===== src/design/edfgof_pkg.sv =====
// Shared constants, command and status types for the EDF goodness-of-fit block.
package edfgof_pkg;

  localparam int FRAC_BITS = 16;
  localparam int IN_W      = FRAC_BITS + 1;       // Q1.FRAC_BITS input values
  localparam int SQ_W      = 2 * FRAC_BITS + 1;   // |E-F|^2 never exceeds ONE^2
  localparam int DEN_W     = 2 * FRAC_BITS - 1;   // F*(ONE-F) never exceeds ONE^2/4
  localparam int NUM_W     = 3 * FRAC_BITS + 1;   // |E-F|^2*|dF| never exceeds ONE^3
  localparam int ACC_W     = NUM_W + 2;           // signed accumulator headroom
  localparam int STAT_W    = 32;
  localparam int CNT_W     = $clog2(NUM_W);
  localparam int SEL_W     = 2;

  localparam logic [IN_W-1:0] ONE = {1'b1, {FRAC_BITS{1'b0}}};

  localparam logic signed [ACC_W-1:0] SUM_MAX =
    {{(ACC_W - STAT_W + 1){1'b0}}, {(STAT_W - 1){1'b1}}};
  localparam logic signed [ACC_W-1:0] SUM_MIN =
    {{(ACC_W - STAT_W + 1){1'b1}}, {(STAT_W - 1){1'b0}}};

  // statistic_select codes
  localparam logic [SEL_W-1:0] SEL_KS     = 2'd0;
  localparam logic [SEL_W-1:0] SEL_CVM    = 2'd1;
  localparam logic [SEL_W-1:0] SEL_AD     = 2'd2;
  localparam logic [SEL_W-1:0] SEL_KS_ALT = 2'd3;

  typedef struct packed {
    logic load;       // capture a point
    logic mul_a;      // square the difference, form the AD weight
    logic mul_b;      // multiply by |dF|, clear the remainder
    logic div_step;   // one restoring division step
    logic acc;        // add the term into the running sum
    logic emit;       // move the statistic to the output register
  } edfgof_cmd_t;

  typedef struct packed {
    logic [SEL_W-1:0] mode;
    logic             den_zero;
    logic             last;
    logic             out_free;
  } edfgof_sts_t;

endpackage


===== src/design/edfgof_datapath.sv =====
// Datapath: clamping, multipliers, restoring divider, accumulator, output register.
module edfgof_datapath (
  input  logic                          clk_i,
  input  logic                          rst_ni,
  input  logic                          statistic_select_we_i,
  input  logic [edfgof_pkg::SEL_W-1:0]  statistic_select_i,
  input  logic [edfgof_pkg::IN_W-1:0]   edf_value_i,
  input  logic [edfgof_pkg::IN_W-1:0]   model_value_i,
  input  logic                          last_point_i,
  input  logic                          out_stall_i,
  output logic                          out_valid_o,
  output logic signed [edfgof_pkg::STAT_W-1:0] statistic_o,
  output logic                          saturated_o,
  input  edfgof_pkg::edfgof_cmd_t       cmd_i,
  output edfgof_pkg::edfgof_sts_t       sts_o
);
  import edfgof_pkg::*;

  logic [SEL_W-1:0]  sel_q;
  logic [SEL_W-1:0]  mode_q;
  logic              last_q;
  logic [IN_W-1:0]   prev_q;
  logic [IN_W-1:0]   max_q;
  logic signed [STAT_W-1:0] sum_q;
  logic              ovf_q;
  logic              out_valid_q;
  logic signed [STAT_W-1:0] stat_q;
  logic              sat_q;

  logic [IN_W-1:0]   ad_q, dfm_q, f_q;
  logic              dfneg_q;
  logic [SQ_W-1:0]   sq_q;
  logic [DEN_W-1:0]  den_q;
  logic [NUM_W-1:0]  num_q;
  logic [DEN_W-1:0]  rem_q;

  logic [IN_W-1:0]   e_c, f_c, ad_d, dfm_d;
  logic              dfneg_d;
  logic [2*IN_W-1:0] sq_full, den_full;
  logic [SQ_W+IN_W-1:0] num_full;
  logic [DEN_W:0]    rem_sh;
  logic              q_bit;
  logic [DEN_W-1:0]  rem_d;
  logic [NUM_W-1:0]  mag;
  logic signed [ACC_W-1:0] sum_ext, mag_ext, acc_sum;
  logic              use_term;
  logic              sum_mode;

  // Clamp inputs to one, form |E-F| and |dF|.
  always_comb begin
    e_c     = (edf_value_i > ONE) ? ONE : edf_value_i;
    f_c     = (model_value_i > ONE) ? ONE : model_value_i;
    ad_d    = (e_c >= f_c) ? (e_c - f_c) : (f_c - e_c);
    dfneg_d = f_c < prev_q;
    dfm_d   = dfneg_d ? (prev_q - f_c) : (f_c - prev_q);
  end

  assign sq_full  = ad_q * ad_q;
  assign den_full = f_q * (ONE - f_q);
  assign num_full = sq_q * dfm_q;

  // Restoring division: one quotient bit per step, quotient shifts into num_q.
  always_comb begin
    rem_sh = {rem_q, num_q[NUM_W-1]};
    q_bit  = rem_sh >= {1'b0, den_q};
    rem_d  = q_bit ? DEN_W'(rem_sh - {1'b0, den_q}) : rem_sh[DEN_W-1:0];
  end

  assign sum_mode = (mode_q == SEL_CVM) || (mode_q == SEL_AD);

  always_comb begin
    mag      = (mode_q == SEL_CVM) ? (num_q >> (2 * FRAC_BITS)) : num_q;
    use_term = (mode_q == SEL_CVM) || ((mode_q == SEL_AD) && (den_q != '0));
    sum_ext  = {{(ACC_W - STAT_W){sum_q[STAT_W-1]}}, sum_q};
    mag_ext  = $signed({2'b00, mag});
    acc_sum  = dfneg_q ? (sum_ext - mag_ext) : (sum_ext + mag_ext);
  end

  // Control and run state.
  always_ff @(posedge clk_i or negedge rst_ni) begin
    if (!rst_ni) begin
      sel_q       <= SEL_KS;
      prev_q      <= '0;
      max_q       <= '0;
      sum_q       <= '0;
      ovf_q       <= 1'b0;
      out_valid_q <= 1'b0;
    end else begin
      if (statistic_select_we_i) begin
        sel_q <= statistic_select_i;
      end
      if (cmd_i.load) begin
        prev_q <= f_c;
        if (ad_d > max_q) begin
          max_q <= ad_d;
        end
      end
      if (cmd_i.acc && use_term) begin
        if (acc_sum > SUM_MAX) begin
          sum_q <= SUM_MAX[STAT_W-1:0];
          ovf_q <= 1'b1;
        end else if (acc_sum < SUM_MIN) begin
          sum_q <= SUM_MIN[STAT_W-1:0];
          ovf_q <= 1'b1;
        end else begin
          sum_q <= acc_sum[STAT_W-1:0];
        end
      end
      if (cmd_i.emit) begin
        prev_q      <= '0;
        max_q       <= '0;
        sum_q       <= '0;
        ovf_q       <= 1'b0;
        out_valid_q <= 1'b1;
      end else if (out_valid_q && !out_stall_i) begin
        out_valid_q <= 1'b0;
      end
    end
  end

  // Payload registers.
  always_ff @(posedge clk_i) begin
    if (cmd_i.load) begin
      ad_q    <= ad_d;
      dfm_q   <= dfm_d;
      dfneg_q <= dfneg_d;
      f_q     <= f_c;
      last_q  <= last_point_i;
      mode_q  <= sel_q;
    end
    if (cmd_i.mul_a) begin
      sq_q  <= sq_full[SQ_W-1:0];
      den_q <= den_full[DEN_W-1:0];
    end
    if (cmd_i.mul_b) begin
      num_q <= num_full[NUM_W-1:0];
      rem_q <= '0;
    end else if (cmd_i.div_step) begin
      num_q <= {num_q[NUM_W-2:0], q_bit};
      rem_q <= rem_d;
    end
    if (cmd_i.emit) begin
      stat_q <= sum_mode ? sum_q : $signed({{(STAT_W - IN_W){1'b0}}, max_q});
      sat_q  <= ovf_q;
    end
  end

  assign sts_o.mode     = mode_q;
  assign sts_o.den_zero = (den_q == '0);
  assign sts_o.last     = last_q;
  assign sts_o.out_free = !out_valid_q || !out_stall_i;

  assign out_valid_o = out_valid_q;
  assign statistic_o = stat_q;
  assign saturated_o = sat_q;

`ifndef SYNTHESIS
  a_emit_clears: assert property (@(posedge clk_i) disable iff (!rst_ni)
    cmd_i.emit |=> (out_valid_q && sum_q == '0 && max_q == '0 && !ovf_q))
    else $error("run state not cleared after emit");
  a_ks_sum_hold: assert property (@(posedge clk_i) disable iff (!rst_ni)
    (cmd_i.acc && (mode_q == SEL_KS || mode_q == SEL_KS_ALT)) |=> $stable(sum_q))
    else $error("running sum moved on a KS point");
  a_emit_free: assert property (@(posedge clk_i) disable iff (!rst_ni)
    cmd_i.emit |-> (!out_valid_q || !out_stall_i))
    else $error("emit overwrote a pending result");
`endif

endmodule


===== src/design/edfgof_ctrl.sv =====
// Controller: sequences one point through multiply, divide, accumulate and emit.
module edfgof_ctrl (
  input  logic                    clk_i,
  input  logic                    rst_ni,
  input  logic                    in_valid_i,
  output logic                    in_stall_o,
  output edfgof_pkg::edfgof_cmd_t cmd_o,
  input  edfgof_pkg::edfgof_sts_t sts_i
);
  import edfgof_pkg::*;

  typedef enum logic [2:0] {
    ST_IDLE,
    ST_MUL_A,
    ST_MUL_B,
    ST_DIV,
    ST_ACC,
    ST_EMIT
  } state_e;

  state_e           state_q, state_d;
  logic [CNT_W-1:0] cnt_q, cnt_d;

  always_comb begin
    state_d = state_q;
    cnt_d   = cnt_q;
    unique case (state_q)
      ST_IDLE: begin
        if (in_valid_i) begin
          state_d = ST_MUL_A;
        end
      end
      ST_MUL_A: state_d = ST_MUL_B;
      ST_MUL_B: begin
        cnt_d = '0;
        // Only a nonzero AD weight needs the divider.
        if (sts_i.mode == SEL_AD && !sts_i.den_zero) begin
          state_d = ST_DIV;
        end else begin
          state_d = ST_ACC;
        end
      end
      ST_DIV: begin
        cnt_d = cnt_q + 1'b1;
        if (cnt_q == CNT_W'(NUM_W - 1)) begin
          state_d = ST_ACC;
        end
      end
      ST_ACC: state_d = sts_i.last ? ST_EMIT : ST_IDLE;
      ST_EMIT: begin
        if (sts_i.out_free) begin
          state_d = ST_IDLE;
        end
      end
      default: state_d = ST_IDLE;
    endcase
  end

  always_ff @(posedge clk_i or negedge rst_ni) begin
    if (!rst_ni) begin
      state_q <= ST_IDLE;
      cnt_q   <= '0;
    end else begin
      state_q <= state_d;
      cnt_q   <= cnt_d;
    end
  end

  always_comb begin
    cmd_o.load     = (state_q == ST_IDLE) && in_valid_i;
    cmd_o.mul_a    = (state_q == ST_MUL_A);
    cmd_o.mul_b    = (state_q == ST_MUL_B);
    cmd_o.div_step = (state_q == ST_DIV);
    cmd_o.acc      = (state_q == ST_ACC);
    cmd_o.emit     = (state_q == ST_EMIT) && sts_i.out_free;
  end

  assign in_stall_o = (state_q != ST_IDLE);

`ifndef SYNTHESIS
  a_load_starts: assert property (@(posedge clk_i) disable iff (!rst_ni)
    cmd_o.load |=> state_q == ST_MUL_A)
    else $error("accepted point did not start the multiply");
  a_div_exit: assert property (@(posedge clk_i) disable iff (!rst_ni)
    state_q == ST_DIV |=> (state_q == ST_DIV || state_q == ST_ACC))
    else $error("divider left early");
  a_div_bound: assert property (@(posedge clk_i) disable iff (!rst_ni)
    state_q == ST_DIV |-> cnt_q <= CNT_W'(NUM_W - 1))
    else $error("division step count overrun");
`endif

endmodule


===== src/design/edf_goodness_of_fit_statistic.sv =====
// Top level of the EDF goodness-of-fit statistic block.
//
//  channel   direction  handshake                      payload
//  -------   ---------  -----------------------------  ---------------------------------
//  point     in         in_valid_i / in_stall_o         edf_value_i, model_value_i,
//                                                       last_point_i
//  result    out        out_valid_o / out_stall_i       statistic_o, saturated_o
//  config    in         statistic_select_we_i           statistic_select_i
//
// One point is worked at a time: accept, square, multiply, accumulate. An AD
// point with a nonzero weight adds 49 restoring-divider steps (one quotient bit
// per cycle) before the accumulate.
// A last point adds an emit state, held while a previous result is stalled.
// The result register frees the input side: a new run starts while a result waits.
// Reset clears the selector to KS and the run state to zero.
module edf_goodness_of_fit_statistic (
  input  logic                                 clk_i,
  input  logic                                 rst_ni,
  input  logic                                 statistic_select_we_i,
  input  logic [edfgof_pkg::SEL_W-1:0]         statistic_select_i,
  input  logic                                 in_valid_i,
  output logic                                 in_stall_o,
  input  logic [edfgof_pkg::IN_W-1:0]          edf_value_i,
  input  logic [edfgof_pkg::IN_W-1:0]          model_value_i,
  input  logic                                 last_point_i,
  output logic                                 out_valid_o,
  input  logic                                 out_stall_i,
  output logic signed [edfgof_pkg::STAT_W-1:0] statistic_o,
  output logic                                 saturated_o
);
  import edfgof_pkg::*;

  // Commands flow down from the controller, status flows back up.
  edfgof_cmd_t cmd;
  edfgof_sts_t sts;

  edfgof_ctrl u_ctrl (
    .clk_i      (clk_i),
    .rst_ni     (rst_ni),
    .in_valid_i (in_valid_i),
    .in_stall_o (in_stall_o),
    .cmd_o      (cmd),
    .sts_i      (sts)
  );

  // Hold the selector, run state and result register in the datapath.
  edfgof_datapath u_datapath (
    .clk_i                 (clk_i),
    .rst_ni                (rst_ni),
    .statistic_select_we_i (statistic_select_we_i),
    .statistic_select_i    (statistic_select_i),
    .edf_value_i           (edf_value_i),
    .model_value_i         (model_value_i),
    .last_point_i          (last_point_i),
    .out_stall_i           (out_stall_i),
    .out_valid_o           (out_valid_o),
    .statistic_o           (statistic_o),
    .saturated_o           (saturated_o),
    .cmd_i                 (cmd),
    .sts_o                 (sts)
  );

endmodule


===== config.mk =====
export PLATFORM = sky130hd
export DESIGN_NAME = edf_goodness_of_fit_statistic
export DESIGN_NICKNAME = d
export VERILOG_FILES = /design/src/design/edfgof_pkg.sv /design/src/design/edfgof_datapath.sv /design/src/design/edfgof_ctrl.sv /design/src/design/edf_goodness_of_fit_statistic.sv
export SDC_FILE = /design/constraint.sdc
export NUM_CORES = 2
export LEC_CHECK = 0
export BUFFER_PORTS_ARGS = -buffer_cell sky130_fd_sc_hd__buf_2
export CAP_MARGIN = 0
export CORE_MARGIN = 4
export CORE_UTILIZATION = 59
export CTS_CLUSTER_DIAMETER = 150
export CTS_CLUSTER_SIZE = 25
export DETAILED_ROUTE_END_ITERATION = 7
export PLACE_DENSITY = 0.75
export SLEW_MARGIN = 20
export SYNTH_ARGS = -nofsm -noshare
export SYNTH_HDL_FRONTEND = slang
export SYNTH_HIERARCHICAL = 1
export SYNTH_SLANG_ARGS = --single-unit

===== constraint.sdc =====
create_clock -name clk_i -period 20.5 [get_ports clk_i]
set_input_delay 1.025 -clock clk_i [delete_from_list [all_inputs] [get_ports clk_i]]
set_output_delay 1.025 -clock clk_i [all_outputs]
set_load 0.02 [all_outputs]

# Word-level counts from Yosys, hierarchy flattened

Cells that the tools add are included.

Add/subtract/negate cells: 9
Multipliers: 3
Order comparisons: 8
Equality and inequality tests: 11
Muxes and demuxes: 32
Reductions and logical operators: 25

Operator list:

| cell                     | count |
|---|---|
| $mux W17                 | 10 |
| $mux W49                 | 3 |
| $mux W32                 | 4 |
| $sub A17 B17 Y17         | 4 |
| $add A32 B50 Y51         | 1 |
| $gt A51 B32 Y1 const B   | 1 |
| $lt A51 B32 Y1 const B   | 1 |
| $mux W51                 | 1 |
| $sub A32 B50 Y51         | 1 |
| $mul A33 B17 Y49         | 1 |
| $gt A17 B17 Y1 const B   | 2 |
| $mul A17 B34 Y31         | 1 |
| $mul A17 B17 Y33         | 1 |
| $ge A32 B31 Y1           | 1 |
| $logic_not A31 Y1        | 1 |
| $mux W31                 | 1 |
| $reduce_bool A31 Y1      | 1 |
| $sub A31 B31 Y31         | 1 |
| $pmux W3 S6              | 1 |
| $sub A17 B17 Y18 const A | 1 |
| $ge A17 B17 Y1           | 1 |
| $gt A17 B17 Y1           | 1 |
| $lt A17 B17 Y1           | 1 |
| $mux W3                  | 5 |
| 19 further kinds         | 42 |

Register bits: 311
Input port bits: 42
Output and inout bits: 35

# Depth between registers and ports, before layout

Depth after elaboration: 9
Gate-level depth with buffers: 34
Mapped depth without buffers: 31

# Hierarchy

The synthesis kept the hierarchy.

Modules (own cells, without submodules):

| module          | instances | cells each | area an instance (um^2) | seq. area each (um^2) |
|---|---|---|---|---|
| edfgof_datapath | 1         | 6273       | 56496.7                 | 8378.0 |
| edfgof_ctrl     | 1         | 63         | 594.3                   | 225.2 |

# Worst setup path after synthesis

OpenSTA, ideal clock, no wires.

Path type: reg2reg
Start point: register u_datapath.f_q[1]
End point: register u_datapath.den_q[30], data pin
Library setup time: 260 ps
Data arrival time: 7577 ps
Path slack: 12663 ps
Cell stages (with the launch flop): 33
Buffers on the path: 3
Period minus slack after synthesis: 7837 ps
Cell sequence: edfxtp_1 > clkbuf_1 > inv_1 > clkbuf_1 > ha_1 > nand2_1 > or3_1 > or3_1 > nor4_1 > ha_1 > clkbuf_1 > nand2b_1 > fa_1 > inv_1 > fa_1 > fa_1 > fa_1 > fa_1 > inv_1 > fa_1 > inv_1 > ha_1 > a21o_1 > a21oi_1 > o21ai_0 > a41oi_1 > o211ai_1 > nand2b_1 > o21ai_0 > nor3_1 > o21bai_1 > a21oi_1 > xnor2_1

Word-level cells in the longest chain between the ends: 2

Ends and longest elaborated chain:

| item                        | line                   | source |
|---|---|---|
| start, declared             | edfgof_datapath.sv:30  | `logic [IN_W-1:0] ad_q, dfm_q, f_q;` |
| start signal, assigned      | edfgof_datapath.sv:127 | `f_q <= f_c;` |
| $sub A17 B17 Y18            | edfgof_datapath.sv:59  | `assign den_full = f_q * (ONE - f_q);` |
| $mul A17 B34 Y31 *          | edfgof_datapath.sv:59  |  |
| via u_datapath.den_full[30] | edfgof_datapath.sv:39  | `logic [2*IN_W-1:0] sq_full, den_full;` |
| end signal, assigned        | edfgof_datapath.sv:133 | `den_q <= den_full[DEN_W-1:0];` |
| end, declared               | edfgof_datapath.sv:33  | `logic [DEN_W-1:0] den_q;` |

Mark *: on every way through the listed nets, which the timed path passes. The rest lies on a longest branch.
A chain may end at the register's enable or synchronous reset.

# Worst setup path in the final report

Start point: register u_datapath.mode_q[1]
End point: register u_datapath.sum_q[30]

Word-level cells in the longest chain between the ends: 9
Elaborated cells between the ends (all ways): 16
Classes of those cells: add/sub (2); order compare (2); eq/ne (2); mux (6); reduce/logical (4)

Ends and longest elaborated chain:

| item                                                 | line                                         | source |
|---|---|---|
| start, declared                                      | edfgof_datapath.sv:20                        | `logic [SEL_W-1:0] mode_q;` |
| start signal, assigned                               | edfgof_datapath.sv:129                       | `mode_q <= sel_q;` |
| $eq A2 B1 Y1                                         | edfgof_datapath.sv:72, edfgof_datapath.sv:73 |  |
| $mux W49                                             | edfgof_datapath.sv:72                        | `mag = (mode_q == SEL_CVM) ? (num_q >> (2 * FRAC_BITS)) : num_q;` |
| $add A32 B50 Y51 or $sub A32 B50 Y51 (tied branches) | edfgof_datapath.sv:76                        | `acc_sum = dfneg_q ? (sum_ext - mag_ext) : (sum_ext + mag_ext);` |
| $mux W51                                             | edfgof_datapath.sv:76                        |  |
| $lt A51 B32 Y1                                       | edfgof_datapath.sv:102                       | `end else if (acc_sum < SUM_MIN) begin` |
| $mux W32                                             | edfgof_datapath.sv:102                       |  |
| $mux W32                                             | edfgof_datapath.sv:99                        | `if (acc_sum > SUM_MAX) begin` |
| $mux W32                                             | edfgof_datapath.sv:98                        | `if (cmd_i.acc && use_term) begin` |
| $mux W32                                             | edfgof_datapath.sv:109                       | `if (cmd_i.emit) begin` |
| end signal, assigned                                 | edfgof_datapath.sv:100                       | `sum_q <= SUM_MAX[STAT_W-1:0];` |
| end signal, assigned                                 | edfgof_datapath.sv:103                       | `sum_q <= SUM_MIN[STAT_W-1:0];` |
| end signal, assigned                                 | edfgof_datapath.sv:106                       | `sum_q <= acc_sum[STAT_W-1:0];` |
| end, declared                                        | edfgof_datapath.sv:24                        | `logic signed [STAT_W-1:0] sum_q;` |

Parallel ways exist; a longest one is shown, timed or not. The select of a mux whose other input is x is not followed.

==> results.yml <==
setup_path:
  reg2regPathDepth: 25
  cp.arrival_ns: 9.41
  critical_path_class: "reg2reg"
  critical_path.max_fanout: 64
  worstReg2RegStart: "u_datapath/mode_q[1]$_DFFE_PP_"
  cp-end-kind: "flop"
  start_kind: "flop"
  r2r-end: "u_datapath/sum_q[30]$_DFFE_PN0P_"
  crit_required_ns: 20.98
  reg2reg_slack_ns: 11.57
  endpoint: "u_datapath/sum_q[30]$_DFFE_PN0P_"
  cp-startpoint: "u_datapath/mode_q[1]$_DFFE_PP_"
final_layout:
  fillCellCount: 8112
  seqCellArea_um2: 8600
  area_growth_pct: 3.28
  final_core_util: 0.618
  nets: 7666
  drive_gt1_frac: 0.0445
  multi_input_area_um2: 42600
  antenna_cells: 0
  final_cells: 7493
clocking:
  root_buffer: "clkbuf_16"
  cts_tree: "yes"
  clock_sinks: 310
  clk_pin_slew_ns: 0.11
  post_cts_buffers: 0
  numCtsBuffers: 16
  cts_buffer_depth: 3
  post_cts_resize_count: 0
  clk_latency_ns: 0.57
  cts_hold_buf: 0
  cts_max_level: 1
drt:
  vias: 43262
  drc_errors: 0
  drt_iter0_markers: 3264
  wirelength_met1_um: 61600
  ant_nets: 0
  wirelength_um: 142000
  wl_met3_um: 11100
  top_layer: "met5"
  viasPerCell: 5.77
  met2_length_um: 64700
  first_pass_iters: 6
  wl_per_cell_um: 19.0
sta:
  skew_ns: 0.0446
  worst_pin_slew_ns: 1.07
  finalWorstSetupSlack_ns: 11.57
  rsz0062_at_grt: "no"
  setup-violations-final: 0
  finalCritPeriodShare: 0.435
  relSlewSlack: 0.286
  fmax_mhz: 112
  fin_crit_ns: 8.93
  hold_viol_final: 0
  fin_setup_tns_ns: 0
  drv_slew: 0
synthesis:
  ys_ff_latch: 310
  async_flop_share: 0.255
  syn_area_per_cell_um2: 9.01
  synth_area_leaders: "fa_1 31%, ha_1 11%, edfxtp_1 11%"
  syn_area_um2: 57100
  synth_flop_cell: "edfxtp_1"
  yosysTopAreaCellShare: 0.311
  ys_types: 98
  synth_largest_area_cell: "fa_1"
  yosys_warnings: 6
  synth-edff-count: 200
  syn_inst: 6336
  ys_seq_area_frac: 0.151
place:
  placed_cells: 7464
  dp_slack_ns: 11.84
  finalWeightedCongestion: 0.949
  dp_hpwl_um: 114000
  io_buffers: 76
job:
  drv_cap: 0
grt:
  antenna_found_initial: 2
  grt_usage: 0.285
  grt.overflow.total: 0
  grt_pass1_vias: 44858
  grt_max_degree: 73
  grt_first_pass_wirelength_um: 236000
floorplan:
  die_x_um: 319
  core-area_um2: 95400
  dieArea_um2: 102000
  rows: 113
  initial_utilization: 0.598
  die_h_um: 319
  pin_count: 77
worst_hold_path:
  hold_class: "in2async"
status:
  outcome: "finished clean"
==> critical path: stages, from the launching register on <==
cell      delay (ns)
edfxtp_1        0.42
inv_1           0.08
ha_2            0.16
buf_4           0.56
clkinv_1        0.88
o31ai_1         0.69
o211a_1         0.29
and3b_1         0.20
nor2b_1         0.29
nand2_1         0.23
nor4_1          0.77
a21oi_1         0.25
o211ai_1        0.22
o21ai_0         0.13
ha_1            0.36
and2_1          0.24
a21o_1          0.19
a221oi_1        0.44
mux2_2          0.39
a311oi_1        0.25
mux2i_1         0.13
nand3b_1        0.17
or4b_1          0.52
nor4_4          0.27
a31o_4          0.48
a221o_1         0.23
==> state kept, by name, summed over array words and instances (netlist names), 2 cells and up <==
register                flops
u_datapath/max_q           17
u_ctrl/cnt_q                6
u_datapath/statistic_o     32
u_datapath/den_q           31
u_datapath/f_q             17
u_datapath/sq_q            32
u_datapath/prev_q          17
u_ctrl/state_q              3
u_datapath/mode_q           2
u_datapath/ad_q            17
u_datapath/rem_q           31
u_datapath/sum_q           32
u_datapath/dfm_q           17
u_datapath/num_q           49
u_datapath/sel_q            2
==> per-layer routing <==
metal / vias up / GRT usage
li1: 19837 / -
met1: 21531 / 0.410
met2: 1616 / 0.456
met3: 276 / 0.0353
met4: 2 / 0.0858
met5: - / 0
==> cells in the final DEF (no fill, tap or decap), types with 37 or more instances in the layout <==
cell and n:
nand2_1 675, nand4_1 38, o21ai_0 145, and2_1 243, mux2i_1 87, nand2b_1 161
nand3_1 56, o21bai_1 37, a21o_1 108, xor2_1 74, nor2b_1 129, buf_4 61
dfrtp_1 79, a21oi_1 259, buf_2 75, a211oi_1 43, ha_1 519, fa_1 886
o21a_1 53, edfxtp_1 200, nor3_1 71, mux2_2 58, xnor2_1 161, nor2_1 272
inv_1 1271
==> per-stage QoR <==
| stage | hold slack, ns | instance area (um^2) |
|---|---|---|
| 2_1_floorplan | 0.421 | 57100 |
| 3_3_place_gp | 0.489 | 58400 |
| 3_5_place_dp | 0.496 | 58400 |
| 4_1_cts | 0.338 | 58900 |
| 5_1_grt | 0.355 | 59000 |
| 6_report | 0.347 | 59000 |
==> cells in the mapped netlist, drive strengths merged, types with 38 or more instances <==
master	count
ha	520
clkbuf	243
fa	886
mux2i	87
nand4	38
nor2	275
mux2	60
nand2b	161
a211oi	44
nor3	72
nand3	58
xnor2	161
xor2	74
dfrtp	79
edfxtp	200
inv	1271
o21ai	151
o21bai	38
a21oi	261
a21o	108
nor2b	129
nand2	675
and2	246
o21a	53
==> cell type report <==
cell class / instances / area share
clock inverters: 3 / 0.000722
flip-flops and latches: 310 / 0.146
clock buffers: 25 / 0.00789
well taps: 1265 / 0.0268
multi-input cells: 4478 / 0.723
repair buffers: 137 / 0.0144
inverters: 1275 / 0.0812
==> cells by family (layout without fill, tap and decap cells) <==
| kind of cell | after synthesis | after routing | share of synthesized area |
|---|---|---|---|
| XOR/XNOR | 235 | 235 | 0.0361 |
| adder cells (fa/ha/maj) | 1406 | 1406 | 0.425 |
| multiplexers | 147 | 147 | 0.0271 |
| AND/OR/NAND/NOR | 1804 | 1804 | 0.155 |
| other | 2 | 7 | 0.000132 |
| buffers and inverters | 1553 | 1440 | 0.104 |
| AO/OA/AOI/OAI | 879 | 879 | 0.103 |
| flip-flops | 310 | 310 | 0.151 |
==> worst min-delay path by stage <==
stage | endpoint | slack, ns | depth (start not counted)
global route | u_datapath/sum_q[8]$_DFFE_PN0P_ | 0.36 | 1
global placement | u_datapath/rem_q[30]$_SDFFE_PP0P_ | 0.49 | 2
floorplan | u_datapath/mode_q[0]$_DFFE_PP_ | 0.42 | 0
detailed placement | u_datapath/rem_q[30]$_SDFFE_PP0P_ | 0.50 | 2
CTS | u_datapath/sum_q[8]$_DFFE_PN0P_ | 0.34 | 1
finish | u_datapath/sum_q[8]$_DFFE_PN0P_ | 0.35 | 1
Power is left out: the tool's default activity adds up to more than one toggle a clock period on the data nets, which glitch-free logic cannot reach.
